### config.mk
export PLATFORM = sky130hd
export DESIGN_NAME = ultrasonic_echo_ranger
export DESIGN_NICKNAME = d
export VERILOG_FILES = /design/src/sv/uer_pkg.sv /design/src/sv/uer_div.sv /design/src/sv/uer_dp.sv /design/src/sv/uer_ctrl.sv /design/src/sv/ultrasonic_echo_ranger.sv
export SDC_FILE = /design/constraint.sdc
export NUM_CORES = 1
export LEC_CHECK = 0
export BUFFER_PORTS_ARGS = -buffer_cell sky130_fd_sc_hd__buf_2
export CAP_MARGIN = 30
export CORE_UTILIZATION = 61
export DETAILED_ROUTE_END_ITERATION = 10
export GPL_TIMING_DRIVEN = 0
export PLACE_DENSITY = 0.79
export SLEW_MARGIN = 10
export SYNTH_ARGS = -nofsm -noshare
export SYNTH_HDL_FRONTEND = slang
export SYNTH_HIERARCHICAL = 1
export SYNTH_SLANG_ARGS = --single-unit
### constraint.sdc
create_clock -name clk -period 10.4 [get_ports clk]
set_input_delay 0.52 -clock clk [delete_from_list [all_inputs] [get_ports clk]]
set_output_delay 0.52 -clock clk [all_outputs]
set_load 0.02 [all_outputs]
### src/sv/uer_pkg.sv
// ----------------------------------------------------------------------------
// uer_pkg
// Shared types and constants for the ultrasonic echo ranger: register map,
// payload structs, measurement phases and controller/datapath handshake.
// ----------------------------------------------------------------------------
package uer_pkg;

  // Field widths
  localparam int TIMER_BITS_DEF = 17;
  localparam int MAX_SAMPLES    = 15;
  localparam int DIST_W         = 18;
  localparam int SUM_W          = 22;
  localparam int CNT_W          = 4;
  localparam int TRIG_W         = 8;
  localparam int LIM_W          = 17;
  localparam int CFG_AW         = 3;
  localparam int CFG_DW         = 18;

  // Distance scaling: ticks * 1124 >> 8 gives 1/256 cm
  localparam int DIST_MULT   = 1124;
  localparam int DIST_MULT_W = 11;
  localparam int DIST_SHIFT  = 8;

  // Register reset values
  localparam logic [TRIG_W-1:0] TRIGGER_RST = 8'd10;
  localparam logic [LIM_W-1:0]  TIMEOUT_RST = 17'd30000;
  localparam logic [LIM_W-1:0]  GAP_RST     = 17'd60000;
  localparam logic [CNT_W-1:0]  SAMPLES_RST = 4'd3;
  localparam logic [DIST_W-1:0] MIN_RST     = 18'd512;
  localparam logic [DIST_W-1:0] MAX_RST     = 18'd102400;

  // Register map
  typedef enum logic [CFG_AW-1:0] {
    REG_TRIGGER = 3'd0,
    REG_TIMEOUT = 3'd1,
    REG_GAP     = 3'd2,
    REG_SAMPLES = 3'd3,
    REG_MIN     = 3'd4,
    REG_MAX     = 3'd5
  } cfg_reg_t;

  // Measurement phase
  typedef enum logic [4:0] {
    PH_IDLE = 5'b00001,
    PH_TRIG = 5'b00010,
    PH_RISE = 5'b00100,
    PH_MEAS = 5'b01000,
    PH_GAP  = 5'b10000
  } phase_t;

  typedef struct packed {
    logic              start_req;
    logic              echo_level;
    logic [DIST_W-1:0] range_low;
    logic [DIST_W-1:0] range_high;
  } in_item_t;

  typedef struct packed {
    logic              trigger_level;
    logic              busy_res;
    logic              done_res;
    logic              average_valid;
    logic [DIST_W-1:0] average_distance;
    logic [CNT_W-1:0]  valid_readings;
    logic              in_range;
  } out_item_t;

  // Controller to datapath
  typedef struct packed {
    logic load;
    logic step;
    logic fin;
    logic div_start;
    logic avg;
    logic out_load;
  } dp_cmd_t;

  // Datapath to controller
  typedef struct packed {
    logic need_fin;
    logic gap_end;
    logic div_done;
  } dp_stat_t;

endpackage

### src/sv/uer_div.sv
// ----------------------------------------------------------------------------
// uer_div
// Restoring serial divider, one quotient bit per cycle.
// ----------------------------------------------------------------------------
module uer_div #(
  parameter int NW  = uer_pkg::SUM_W,
  parameter int DVW = uer_pkg::CNT_W
) (
  input  logic           clk,
  input  logic           rst_n,
  input  logic           start,
  input  logic [NW-1:0]  dividend,
  input  logic [DVW-1:0] divisor,
  output logic           done,
  output logic [NW-1:0]  quotient
);
  localparam int CW = $clog2(NW + 1);

  logic [DVW:0]   rem_r, rem_nxt;
  logic [NW-1:0]  quo_r, quo_nxt;
  logic [DVW-1:0] dvs_r;
  logic [CW-1:0]  cnt_r, cnt_nxt;
  logic           busy_r, busy_nxt;
  logic           done_r, done_nxt;
  logic [DVW:0]   shifted;
  logic           qbit;

  // one restoring step
  always_comb begin
    shifted  = {rem_r[DVW-1:0], quo_r[NW-1]};
    qbit     = (shifted >= {1'b0, dvs_r});
    rem_nxt  = rem_r;
    quo_nxt  = quo_r;
    cnt_nxt  = cnt_r;
    busy_nxt = busy_r;
    done_nxt = 1'b0;
    if (start) begin
      rem_nxt  = '0;
      quo_nxt  = dividend;
      cnt_nxt  = CW'(NW);
      busy_nxt = 1'b1;
    end else if (busy_r) begin
      rem_nxt = qbit ? (shifted - {1'b0, dvs_r}) : shifted;
      quo_nxt = {quo_r[NW-2:0], qbit};
      cnt_nxt = cnt_r - CW'(1);
      if (cnt_r == CW'(1)) begin
        busy_nxt = 1'b0;
        done_nxt = 1'b1;
      end
    end
  end

  always_ff @(posedge clk) begin
    if (!rst_n) begin
      busy_r <= 1'b0;
      done_r <= 1'b0;
      cnt_r  <= '0;
    end else begin
      busy_r <= busy_nxt;
      done_r <= done_nxt;
      cnt_r  <= cnt_nxt;
    end
  end

  always_ff @(posedge clk) begin
    rem_r <= rem_nxt;
    quo_r <= quo_nxt;
    if (start) begin
      dvs_r <= divisor;
    end
  end

  assign done     = done_r;
  assign quotient = quo_r;

endmodule

### src/sv/uer_dp.sv
// ----------------------------------------------------------------------------
// uer_dp
// Ranger datapath: configuration registers, phase and tick timers, distance
// multiplier, limit checks, accumulation, serial averaging and result register.
// ----------------------------------------------------------------------------
module uer_dp #(
  parameter int TIMER_BITS = uer_pkg::TIMER_BITS_DEF
) (
  input  logic                       clk,
  input  logic                       rst_n,
  input  logic                       cfg_we,
  input  logic [uer_pkg::CFG_AW-1:0] cfg_addr,
  input  logic [uer_pkg::CFG_DW-1:0] cfg_wdata,
  input  uer_pkg::in_item_t          in_data,
  input  uer_pkg::dp_cmd_t           cmd,
  output uer_pkg::dp_stat_t          stat,
  output uer_pkg::out_item_t         out_data
);
  import uer_pkg::*;

  localparam int TB = TIMER_BITS;
  localparam int PW = TB + DIST_MULT_W;
  localparam int DW = PW - DIST_SHIFT;
  localparam logic [TB-1:0] TMASK = '1;

  // clamp a limit register to the timer range
  function automatic logic [TB-1:0] lim(input logic [LIM_W-1:0] v);
    logic [TB-1:0] r;
    if (32'(v) > 32'(TMASK)) r = TMASK;
    else                     r = TB'(v);
    return r;
  endfunction

  // configuration
  logic [TRIG_W-1:0] trig_cfg_r;
  logic [LIM_W-1:0]  tmo_cfg_r, gap_cfg_r;
  logic [CNT_W-1:0]  samp_cfg_r;
  logic [DIST_W-1:0] min_cfg_r, max_cfg_r;

  // measurement state
  phase_t            phase_r, phase_nxt;
  logic [TB-1:0]     timer_r, timer_nxt;
  logic [TB-1:0]     width_r, width_nxt;
  logic [CNT_W-1:0]  readings_r, readings_nxt;
  logic [CNT_W-1:0]  vcount_r, vcount_nxt;
  logic [SUM_W-1:0]  sum_r, sum_nxt;
  logic [DIST_W-1:0] blo_r, blo_nxt, bhi_r, bhi_nxt;
  logic [DIST_W-1:0] avg_r, avg_nxt;
  logic [1:0]        flags_r, flags_nxt;
  logic              done_r, done_nxt;

  in_item_t          item_r;
  out_item_t         out_r;
  logic [PW-1:0]     prod_r;

  logic [TB-1:0]     tmo, gap_lim, gap_tick;
  logic [CNT_W-1:0]  wanted;
  logic [DW-1:0]     dist_val;
  logic              dist_ok;
  logic              gap_end, need_fin;
  logic              div_done;
  logic [SUM_W-1:0]  quotient;
  logic [DIST_W-1:0] avg_val;

  // configuration writes
  always_ff @(posedge clk) begin
    if (!rst_n) begin
      trig_cfg_r <= TRIGGER_RST;
      tmo_cfg_r  <= TIMEOUT_RST;
      gap_cfg_r  <= GAP_RST;
      samp_cfg_r <= SAMPLES_RST;
      min_cfg_r  <= MIN_RST;
      max_cfg_r  <= MAX_RST;
    end else if (cfg_we) begin
      case (cfg_addr)
        REG_TRIGGER: trig_cfg_r <= cfg_wdata[TRIG_W-1:0];
        REG_TIMEOUT: tmo_cfg_r  <= cfg_wdata[LIM_W-1:0];
        REG_GAP:     gap_cfg_r  <= cfg_wdata[LIM_W-1:0];
        REG_SAMPLES: samp_cfg_r <= cfg_wdata[CNT_W-1:0];
        REG_MIN:     min_cfg_r  <= cfg_wdata[DIST_W-1:0];
        REG_MAX:     max_cfg_r  <= cfg_wdata[DIST_W-1:0];
        default: ;
      endcase
    end
  end

  // item latch and distance product (registered before the limit check)
  always_ff @(posedge clk) begin
    if (cmd.load) begin
      item_r <= in_data;
    end
    prod_r <= PW'(width_r) * PW'(DIST_MULT);
  end

  // derived limits and conditions
  always_comb begin
    tmo      = lim(tmo_cfg_r);
    gap_lim  = lim(gap_cfg_r);
    gap_tick = (timer_r != TMASK) ? timer_r + TB'(1) : timer_r;
    wanted   = (samp_cfg_r == '0) ? CNT_W'(1) : samp_cfg_r;
    if (32'(wanted) > MAX_SAMPLES) begin
      wanted = CNT_W'(MAX_SAMPLES);
    end
    gap_end  = (phase_r == PH_GAP) && (gap_tick >= gap_lim) && (readings_r >= wanted);
    need_fin = (phase_r == PH_MEAS) && !item_r.echo_level;
    dist_val = prod_r[PW-1:DIST_SHIFT];
    dist_ok  = (dist_val != '0) && (32'(dist_val) >= 32'(min_cfg_r)) &&
               (32'(dist_val) <= 32'(max_cfg_r));
    avg_val  = (vcount_r != '0) ? quotient[DIST_W-1:0] : '0;
  end

  // next state
  always_comb begin
    phase_nxt    = phase_r;
    timer_nxt    = timer_r;
    width_nxt    = width_r;
    readings_nxt = readings_r;
    vcount_nxt   = vcount_r;
    sum_nxt      = sum_r;
    blo_nxt      = blo_r;
    bhi_nxt      = bhi_r;
    avg_nxt      = avg_r;
    flags_nxt    = flags_r;
    done_nxt     = cmd.load ? 1'b0 : done_r;

    // one tick of the phase sequence
    if (cmd.step) begin
      case (phase_r)
        PH_TRIG: begin
          if (32'(timer_r) >= 32'(trig_cfg_r)) begin
            phase_nxt = PH_RISE;
            timer_nxt = '0;
          end else begin
            timer_nxt = timer_r + TB'(1);
          end
        end
        PH_RISE: begin
          if (item_r.echo_level) begin
            phase_nxt = PH_MEAS;
            width_nxt = '0;
          end else if (timer_r >= tmo) begin
            readings_nxt = readings_r + CNT_W'(1);
            phase_nxt    = PH_GAP;
            timer_nxt    = '0;
          end else begin
            timer_nxt = timer_r + TB'(1);
          end
        end
        PH_MEAS: begin
          // echo fall is finished by the fin command
          if (item_r.echo_level) begin
            if (width_r >= tmo) begin
              readings_nxt = readings_r + CNT_W'(1);
              phase_nxt    = PH_GAP;
              timer_nxt    = '0;
            end else begin
              width_nxt = width_r + TB'(1);
            end
          end
        end
        PH_GAP: begin
          // end of measurement is finished by the avg command
          if (!gap_end) begin
            if (gap_tick >= gap_lim) begin
              phase_nxt = PH_TRIG;
              timer_nxt = TB'(1);
            end else begin
              timer_nxt = gap_tick;
            end
          end
        end
        default: begin
          phase_nxt = PH_IDLE;
          if (item_r.start_req) begin
            blo_nxt      = item_r.range_low;
            bhi_nxt      = item_r.range_high;
            readings_nxt = '0;
            vcount_nxt   = '0;
            sum_nxt      = '0;
            width_nxt    = '0;
            phase_nxt    = PH_TRIG;
            timer_nxt    = TB'(1);
          end
        end
      endcase
    end

    // completed echo: check limits and accumulate
    if (cmd.fin) begin
      if (dist_ok) begin
        vcount_nxt = vcount_r + CNT_W'(1);
        sum_nxt    = sum_r + SUM_W'(dist_val);
      end
      readings_nxt = readings_r + CNT_W'(1);
      phase_nxt    = PH_GAP;
      timer_nxt    = '0;
    end

    // measurement complete: publish the average
    if (cmd.avg) begin
      avg_nxt      = avg_val;
      flags_nxt[0] = (vcount_r != '0);
      flags_nxt[1] = (vcount_r != '0) && (avg_val >= blo_r) && (avg_val <= bhi_r);
      phase_nxt    = PH_IDLE;
      timer_nxt    = '0;
      done_nxt     = 1'b1;
    end
  end

  always_ff @(posedge clk) begin
    if (!rst_n) begin
      phase_r    <= PH_IDLE;
      timer_r    <= '0;
      width_r    <= '0;
      readings_r <= '0;
      vcount_r   <= '0;
      sum_r      <= '0;
      blo_r      <= '0;
      bhi_r      <= '0;
      avg_r      <= '0;
      flags_r    <= '0;
      done_r     <= 1'b0;
    end else begin
      phase_r    <= phase_nxt;
      timer_r    <= timer_nxt;
      width_r    <= width_nxt;
      readings_r <= readings_nxt;
      vcount_r   <= vcount_nxt;
      sum_r      <= sum_nxt;
      blo_r      <= blo_nxt;
      bhi_r      <= bhi_nxt;
      avg_r      <= avg_nxt;
      flags_r    <= flags_nxt;
      done_r     <= done_nxt;
    end
  end

  // averaging divider
  uer_div #(
    .NW  (SUM_W),
    .DVW (CNT_W)
  ) u_div (
    .clk      (clk),
    .rst_n    (rst_n),
    .start    (cmd.div_start),
    .dividend (sum_r),
    .divisor  (vcount_r),
    .done     (div_done),
    .quotient (quotient)
  );

  // result register
  always_ff @(posedge clk) begin
    if (cmd.out_load) begin
      out_r.trigger_level    <= (phase_r == PH_TRIG);
      out_r.busy_res         <= (phase_r != PH_IDLE);
      out_r.done_res         <= done_r;
      out_r.average_valid    <= flags_r[0];
      out_r.average_distance <= avg_r;
      out_r.valid_readings   <= vcount_r;
      out_r.in_range         <= flags_r[1];
    end
  end

  assign out_data      = out_r;
  assign stat.need_fin = need_fin;
  assign stat.gap_end  = gap_end;
  assign stat.div_done = div_done;

  // checks
  a_vcount_le_readings: assert property (@(posedge clk) disable iff (!rst_n)
    vcount_r <= readings_r)
    else $error("valid count exceeds readings taken");

  a_trig_timer_nonzero: assert property (@(posedge clk) disable iff (!rst_n)
    (phase_r == PH_TRIG) |-> (timer_r != '0))
    else $error("trigger phase with zero timer");

  a_done_idle: assert property (@(posedge clk) disable iff (!rst_n)
    done_r |-> (phase_r == PH_IDLE))
    else $error("measurement done while not idle");

endmodule

### src/sv/uer_ctrl.sv
// ----------------------------------------------------------------------------
// uer_ctrl
// Ranger sequencer: takes one tick item, steps the datapath through the
// multiply/check or divide/average cycles it needs, and hands the result out.
// ----------------------------------------------------------------------------
module uer_ctrl (
  input  logic              clk,
  input  logic              rst_n,
  input  logic              in_valid,
  output logic              in_ready,
  output logic              out_valid,
  input  logic              out_ready,
  input  uer_pkg::dp_stat_t stat,
  output uer_pkg::dp_cmd_t  cmd
);
  import uer_pkg::*;

  typedef enum logic [5:0] {
    S_IDLE = 6'b000001,
    S_STEP = 6'b000010,
    S_FIN  = 6'b000100,
    S_DIV  = 6'b001000,
    S_AVG  = 6'b010000,
    S_OUT  = 6'b100000
  } ctrl_state_t;

  ctrl_state_t state_r, state_nxt;
  logic        out_valid_r, out_valid_nxt;

  // sequencing
  always_comb begin
    cmd           = '0;
    state_nxt     = state_r;
    out_valid_nxt = out_valid_r && !out_ready;
    case (state_r)
      S_IDLE: begin
        if (in_valid) begin
          cmd.load  = 1'b1;
          state_nxt = S_STEP;
        end
      end
      S_STEP: begin
        cmd.step = 1'b1;
        if (stat.need_fin) begin
          state_nxt = S_FIN;
        end else if (stat.gap_end) begin
          cmd.div_start = 1'b1;
          state_nxt     = S_DIV;
        end else begin
          state_nxt = S_OUT;
        end
      end
      S_FIN: begin
        cmd.fin   = 1'b1;
        state_nxt = S_OUT;
      end
      S_DIV: begin
        if (stat.div_done) begin
          state_nxt = S_AVG;
        end
      end
      S_AVG: begin
        cmd.avg   = 1'b1;
        state_nxt = S_OUT;
      end
      S_OUT: begin
        if (!out_valid_r || out_ready) begin
          cmd.out_load  = 1'b1;
          out_valid_nxt = 1'b1;
          state_nxt     = S_IDLE;
        end
      end
      default: begin
        state_nxt = S_IDLE;
      end
    endcase
  end

  always_ff @(posedge clk) begin
    if (!rst_n) begin
      state_r     <= S_IDLE;
      out_valid_r <= 1'b0;
    end else begin
      state_r     <= state_nxt;
      out_valid_r <= out_valid_nxt;
    end
  end

  assign in_ready  = (state_r == S_IDLE);
  assign out_valid = out_valid_r;

  // checks
  a_div_done_in_div: assert property (@(posedge clk) disable iff (!rst_n)
    stat.div_done |-> (state_r == S_DIV))
    else $error("divider finished outside divide state");

  a_out_from_out_state: assert property (@(posedge clk) disable iff (!rst_n)
    $rose(out_valid_r) |-> $past(state_r == S_OUT))
    else $error("result presented without output state");

  a_out_held: assert property (@(posedge clk) disable iff (!rst_n)
    (out_valid_r && !out_ready) |=> out_valid_r)
    else $error("result dropped before transfer");

endmodule

### src/sv/ultrasonic_echo_ranger.sv
// ----------------------------------------------------------------------------
// ultrasonic_echo_ranger
// Pulse-echo ranging with averaging; one input transfer per microsecond tick,
// one result transfer per input transfer.
// ----------------------------------------------------------------------------
// Each input transfer is one tick and yields exactly one result transfer. A
// tick normally passes through accept, phase step and output register; the
// tick on which the echo falls adds a finish step, since the echo width is
// multiplied into a distance in a register before the limit check. The tick
// that ends a measurement also waits for the average, formed by a 22-step
// serial divider, one quotient bit per cycle. Input is
// taken only while the sequencer is idle; a result waiting in the output
// register does not block the next tick's work until it must be written.
// Configuration writes take effect at once and are meant for idle periods.
module ultrasonic_echo_ranger #(
  parameter int TIMER_BITS = uer_pkg::TIMER_BITS_DEF
) (
  input  logic                       clk,
  input  logic                       rst_n,
  input  logic                       in_valid,
  output logic                       in_ready,
  input  uer_pkg::in_item_t          in_data,
  output logic                       out_valid,
  input  logic                       out_ready,
  output uer_pkg::out_item_t         out_data,
  input  logic                       cfg_we,
  input  logic [uer_pkg::CFG_AW-1:0] cfg_addr,
  input  logic [uer_pkg::CFG_DW-1:0] cfg_wdata
);
  import uer_pkg::*;

  dp_cmd_t  cmd;
  dp_stat_t stat;

  // sequencer
  uer_ctrl u_ctrl (
    .clk       (clk),
    .rst_n     (rst_n),
    .in_valid  (in_valid),
    .in_ready  (in_ready),
    .out_valid (out_valid),
    .out_ready (out_ready),
    .stat      (stat),
    .cmd       (cmd)
  );

  // datapath
  uer_dp #(
    .TIMER_BITS (TIMER_BITS)
  ) u_dp (
    .clk       (clk),
    .rst_n     (rst_n),
    .cfg_we    (cfg_we),
    .cfg_addr  (cfg_addr),
    .cfg_wdata (cfg_wdata),
    .in_data   (in_data),
    .cmd       (cmd),
    .stat      (stat),
    .out_data  (out_data)
  );

endmodule

After elaboration in Yosys (flattened, before gate mapping) --
Cells that the tools add are included. W data, S select, Z words.
Word-level totals: bits in registers 343, input port bits 64, output and inout bits 29
Cells by class: add/subtract/negate cells 7, multiply operators 1, $lt $le $gt $ge 10, eq/ne operators 39, mux-type cells 75, bitwise operators 4, reductions and logical operators 42
Operators by type and width (count):
- $mux W17 | 13
- $mux W22 | 7
- $pmux W17 S4 | 1
- $mux W4 | 14
- $mux W5 | 11
- $ge A17 B17 Y1 | 3
- $pmux W17 S3 | 1
- $add A17 B1 Y17 const B | 2
- $mux W6 | 5
- $pmux W6 S5 | 1
- $mul A17 B9 Y26 const B | 1
- $add A22 B20 Y22 | 1
- $reduce_and A7 Y1 | 3
- $ge A20 B18 Y1 | 1
- $le A20 B18 Y1 | 1
- $pmux W5 S4 | 1
- $reduce_bool A20 Y1 | 1
- $ge A18 B18 Y1 | 1
- $le A18 B18 Y1 | 1
- $mux W1 | 18
- $mux W18 | 1
- $ge A17 B8 Y1 | 1
- $ne A17 B17 Y1 const B | 1
- $ne A2 B1 Y1 const B | 6
- 43 further kinds | 82

Logic depth before layout (Yosys ltp) --
word-level depth 9, mapped depth 26

Modules after synthesis --
The synthesis kept the hierarchy.
Modules (own cells, without submodules):
- uer_dp | times used 1, cells an instance 2060, area each 17840.9 sq um, sequential area each 6516.2 sq um
- uer_div | times used 1, cells an instance 123, area each 1687.9 sq um, sequential area each 1001.0 sq um
- uer_ctrl | times used 1, cells an instance 47, area each 481.7 sq um, sequential area each 140.1 sq um

Worst setup path after synthesis --
No wires, ideal clock.
kind reg-to-reg, start register u_dp.timer_r[0], end register u_dp.u_div.quo_r[0], in the netlist u_dp/u_div/quotient[0], enable pin, setup time 0.379 ns, arrival time 5.265 ns, data required time 10.021 ns, setup slack 4.756 ns, cell stages (with the launch flop) 25, clock period less this slack 5.644 ns, cells stage by stage dfxtp_1 -> ha_1 -> and3_1 -> and3_1 -> and3_1 -> and3_1 -> nand3_1 -> inv_1 -> ha_1 -> clkbuf_1 -> inv_1 -> buf_1 -> nand2_1 -> xnor2_1 -> ha_1 -> a21o_1 -> a21oi_1 -> or3_1 -> a211o_1 -> o21ai_1 -> buf_4 -> and4b_1 -> clkbuf_1 -> clkinv_1 -> nand2_1
RTL lines:
- from (decl) | RTL line uer_dp.sv:42 | logic [TB-1:0] timer_r, timer_nxt;
- from (signal assigned) | RTL line uer_dp.sv:225 | timer_r <= timer_nxt;
- to (signal assigned) | RTL line uer_div.sv:67 | quo_r <= quo_nxt;
- to (decl) | RTL line uer_div.sv:20 | logic [NW-1:0] quo_r, quo_nxt;

==> reports/summary.txt <==
Critical R2R Capture = u_dp/u_div/quotient[10]
Seq/Total Area, Yosys = 38.27%
FF-to-FF Start = u_dp/timer_r[1]
Die Y = 183.1 µm
Yosys reg bits = 337
clock slew at reported path FFs = 60 ps
clock sinks = 337
GRT Util Overall = 32.92%
number of synthesized flops with an enable pin = 91
PD cells = 139.0 nW/µm²
Placed Area = 21040 µm²
largest net degree at the start of global routing = 38
Cell Area, Synth = 20010 µm²
clk_lat worst skew = 540 ps
Synth cell types = 92
vias in the first global route = 16360
postcts setup bufs = 0
initial antenna violation count = 0
# DRC = 0
CP max FO = 22
row count = 65
CTS H-tree depth = 2
PortBufs = 90
vias = 16950
Final setup viols = 0
worst vdd ir = 0.1215 mV
number of max-cap violations = 0
synthesized net count = 2559
achievable frequency = 130.5 MHz
Leak = 0.009732 µW
Sum Neg Setup Slack = 0 ps
Crit. End Element = flop
core area = 31880 µm²
CP startpoint = u_dp/timer_r[1]
status = finished clean
nets@finish = 2696
router iterations before antenna repair = 5
Crit path arrival time = 7820 ps
Final Max Slew Viols = 0
first-pass GRT wire length = 86.53 mm
most frequent cells in the layout = nand2_1, dfxtp_1, ha_1, inv_1, a21oi_1
Via density = 5.983
routed len/inst = 19.36 µm
async set or reset register ratio after synthesis = 0%
routability congestion estimate = 0.9829
Initial Utilization = 62.77%
Max-slew headroom = 37.14%
Hold Path Class = primary input to flop
Hold Vio Cnt, Final = 0
layout cells sized above 1 = 9.887%
Syn Inst Count = 2230
reg2reg path depth = 24
DR iter-0 viols = 1616
worst slew pin tran = 940.7 ps
commonest non-fill, non-tap cell in the layout = nand2_1
Final Cell Area = 22440 µm²
die width = 183.1 µm
grt ovf = 0
post-CTS sizing = 0
end point of the critical path = u_dp/u_div/quotient[10]
die footprint = 33530 µm²
Ports = 93
unrepaired setup endpoints after global routing = no
FILL cells = 2543
DRT Wirelength = 54.84 mm
Main synth FF type = dfxtp_1
Synth Area per Inst = 8.973 µm²
crit share post-route = 73.67%
R2R Setup Slk = 2740 ps
Max Root-Sink Buffers = 3
crit path launch type = flop
YS warnings = 6
antenna-violating nets left = 0
WS Path Type = flop to flop
clk_skew = 26.43 ps
Tot Pwr = 3120 µW
dpl hpwl = 42.03 mm
WHS = 160.3 ps
Req. time, crit path = 10560 ps
P&R area growth vs syn = 12.14%
placed cells = 2757
Root Buffer = clkbuf_16
Final min period = 7662 ps
CTS Hold Bufs = 0
Cell Count, Final, Fillers Out = 2832
ANT cells = 0
CTS tree = done
CTS Buf Count = 38
through the flow:
step / setup slack, ps / utilization [%]
floorplan: 4756 / -
CTS: 2876 / 70.31
global route: 2304 / 70.38
finish: 2738 / 70.38
global placement: 3040 / 65.89
detailed placement: 2951 / 66.01
how the worst min path moves through the flow:
| stage | slack [ps] | start | endpoint | cells past startpoint |
|---|---|---|---|---|
| final | 160 | in_data[7] | u_dp/item_r[7] | 1 |
| after global routing | 140 | in_data[4] | u_dp/item_r[4] | 1 |
| after CTS | 140 | in_data[4] | u_dp/item_r[4] | 1 |
| after detailed placement | 410 | u_dp/avg_r[14] | u_dp/out_data[19] | 0 |
| after global placement | 410 | u_dp/avg_r[3] | u_dp/out_data[8] | 0 |
| after floorplan | 410 | u_dp/flags_r[1] | u_dp/out_data[0] | 0 |
metal layers:
| layer | track usage [%] | vias to the layer above | wire (µm) |
|---|---|---|---|
| met4 | 11.13 | 0 | 1685 |
| met3 | 4.567 | 117 | 4256 |
| met5 | 0 | - | 0 |
| li1 | - | 8077 | - |
| met1 | 44.29 | 8077 | 23700 |
| met2 | 54.43 | 674 | 25190 |
worst max-delay path: stages, from the launching register on:
cell and delay, ps:
dfxtp_1 500, ha_1 340, and3_1 250, and3_1 270, and3_1 280, and3_1 280
nand3_1 160, inv_1 100, ha_1 140, clkbuf_1 390, inv_1 270, buf_1 320
nand2_1 150, xnor2_1 110, ha_1 320, a21o_1 120, a21oi_1 120, or3_1 330
a211o_1 290, o21ai_1 250, buf_4 190, and4b_1 380, clkbuf_1 470, clkinv_1 420
nand2_1 810
registers in the layout, summed over array words and instances (netlist names), 20 cells and up:
name / cells
u_dp/sum_r: 22
u_dp/u_div/quotient: 22
u_dp/out_data: 27
u_dp/prod_r: 20
u_dp/item_r: 38
cells in the mapped netlist, types with 4 or more instances:
cell / instances / area, µm²
clkbuf_1: 65 / 244.0
and3_1: 23 / 143.9
a31o_2: 5 / 43.79
edfxtp_1: 91 / 2733
nor2b_1: 21 / 131.4
o211ai_1: 39 / 292.8
or3_1: 12 / 75.07
o21ai_0: 63 / 315.3
buf_1: 8 / 30.03
nand4_1: 38 / 237.7
and2_1: 28 / 175.2
xnor2_1: 30 / 262.8
a31oi_1: 21 / 131.4
fa_1: 27 / 540.5
a211oi_1: 16 / 120.1
buf_2: 7 / 35.03
xor2_1: 37 / 324.1
nand2b_1: 36 / 225.2
inv_1: 221 / 829.6
dfxtp_1: 246 / 4925
nand2_1: 335 / 1257
mux2_2: 23 / 259.0
nand3_1: 40 / 200.2
mux2i_1: 7 / 70.07
or2_2: 8 / 50.05
or4_1: 4 / 30.03
a21oi_1: 205 / 1026
a21boi_0: 5 / 37.54
buf_6: 4 / 45.04
nor2_1: 81 / 304.0
o41ai_1: 4 / 35.03
nor4_1: 19 / 118.9
o21a_1: 33 / 247.7
a21o_1: 51 / 382.9
o2bb2ai_1: 4 / 35.03
nor3_1: 38 / 190.2
ha_1: 238 / 2978
and4_1: 5 / 43.79
buf_4: 4 / 30.03
cell type report:
| cell class | instances | area [µm²] | area share, % |
|---|---|---|---|
| plain buffers | 90 | 402.9 | 1.795 |
| inverters | 223 | 837.1 | 3.730 |
| flip-flops and latches | 337 | 7657 | 34.13 |
| multi-input cells | 1580 | 11120 | 49.54 |
| well taps | 435 | 544.3 | 2.426 |
| clock inverters | 19 | 299.0 | 1.333 |
| clock buffers | 51 | 1071 | 4.773 |
| repair buffers | 97 | 510.5 | 2.275 |
report_power, final:
group | internal (µW) | switching, µW
clock network | 904 | 548
registers | 1400 | 25.6
logic | 85.9 | 156
logic make-up (layout without fill, tap and decap cells):
| kind of cell | Yosys count | in the layout | share of synthesized area, % |
|---|---|---|---|
| simple gates | 716 | 716 | 17.47 |
| compound gates | 502 | 502 | 15.91 |
| buf+inv | 313 | 480 | 6.196 |
| flops | 337 | 337 | 38.27 |
| xor+xnor | 67 | 67 | 2.933 |
| mux | 30 | 30 | 1.644 |
| fa+ha+maj | 265 | 265 | 17.58 |
(Power assumes the default switching activity.)
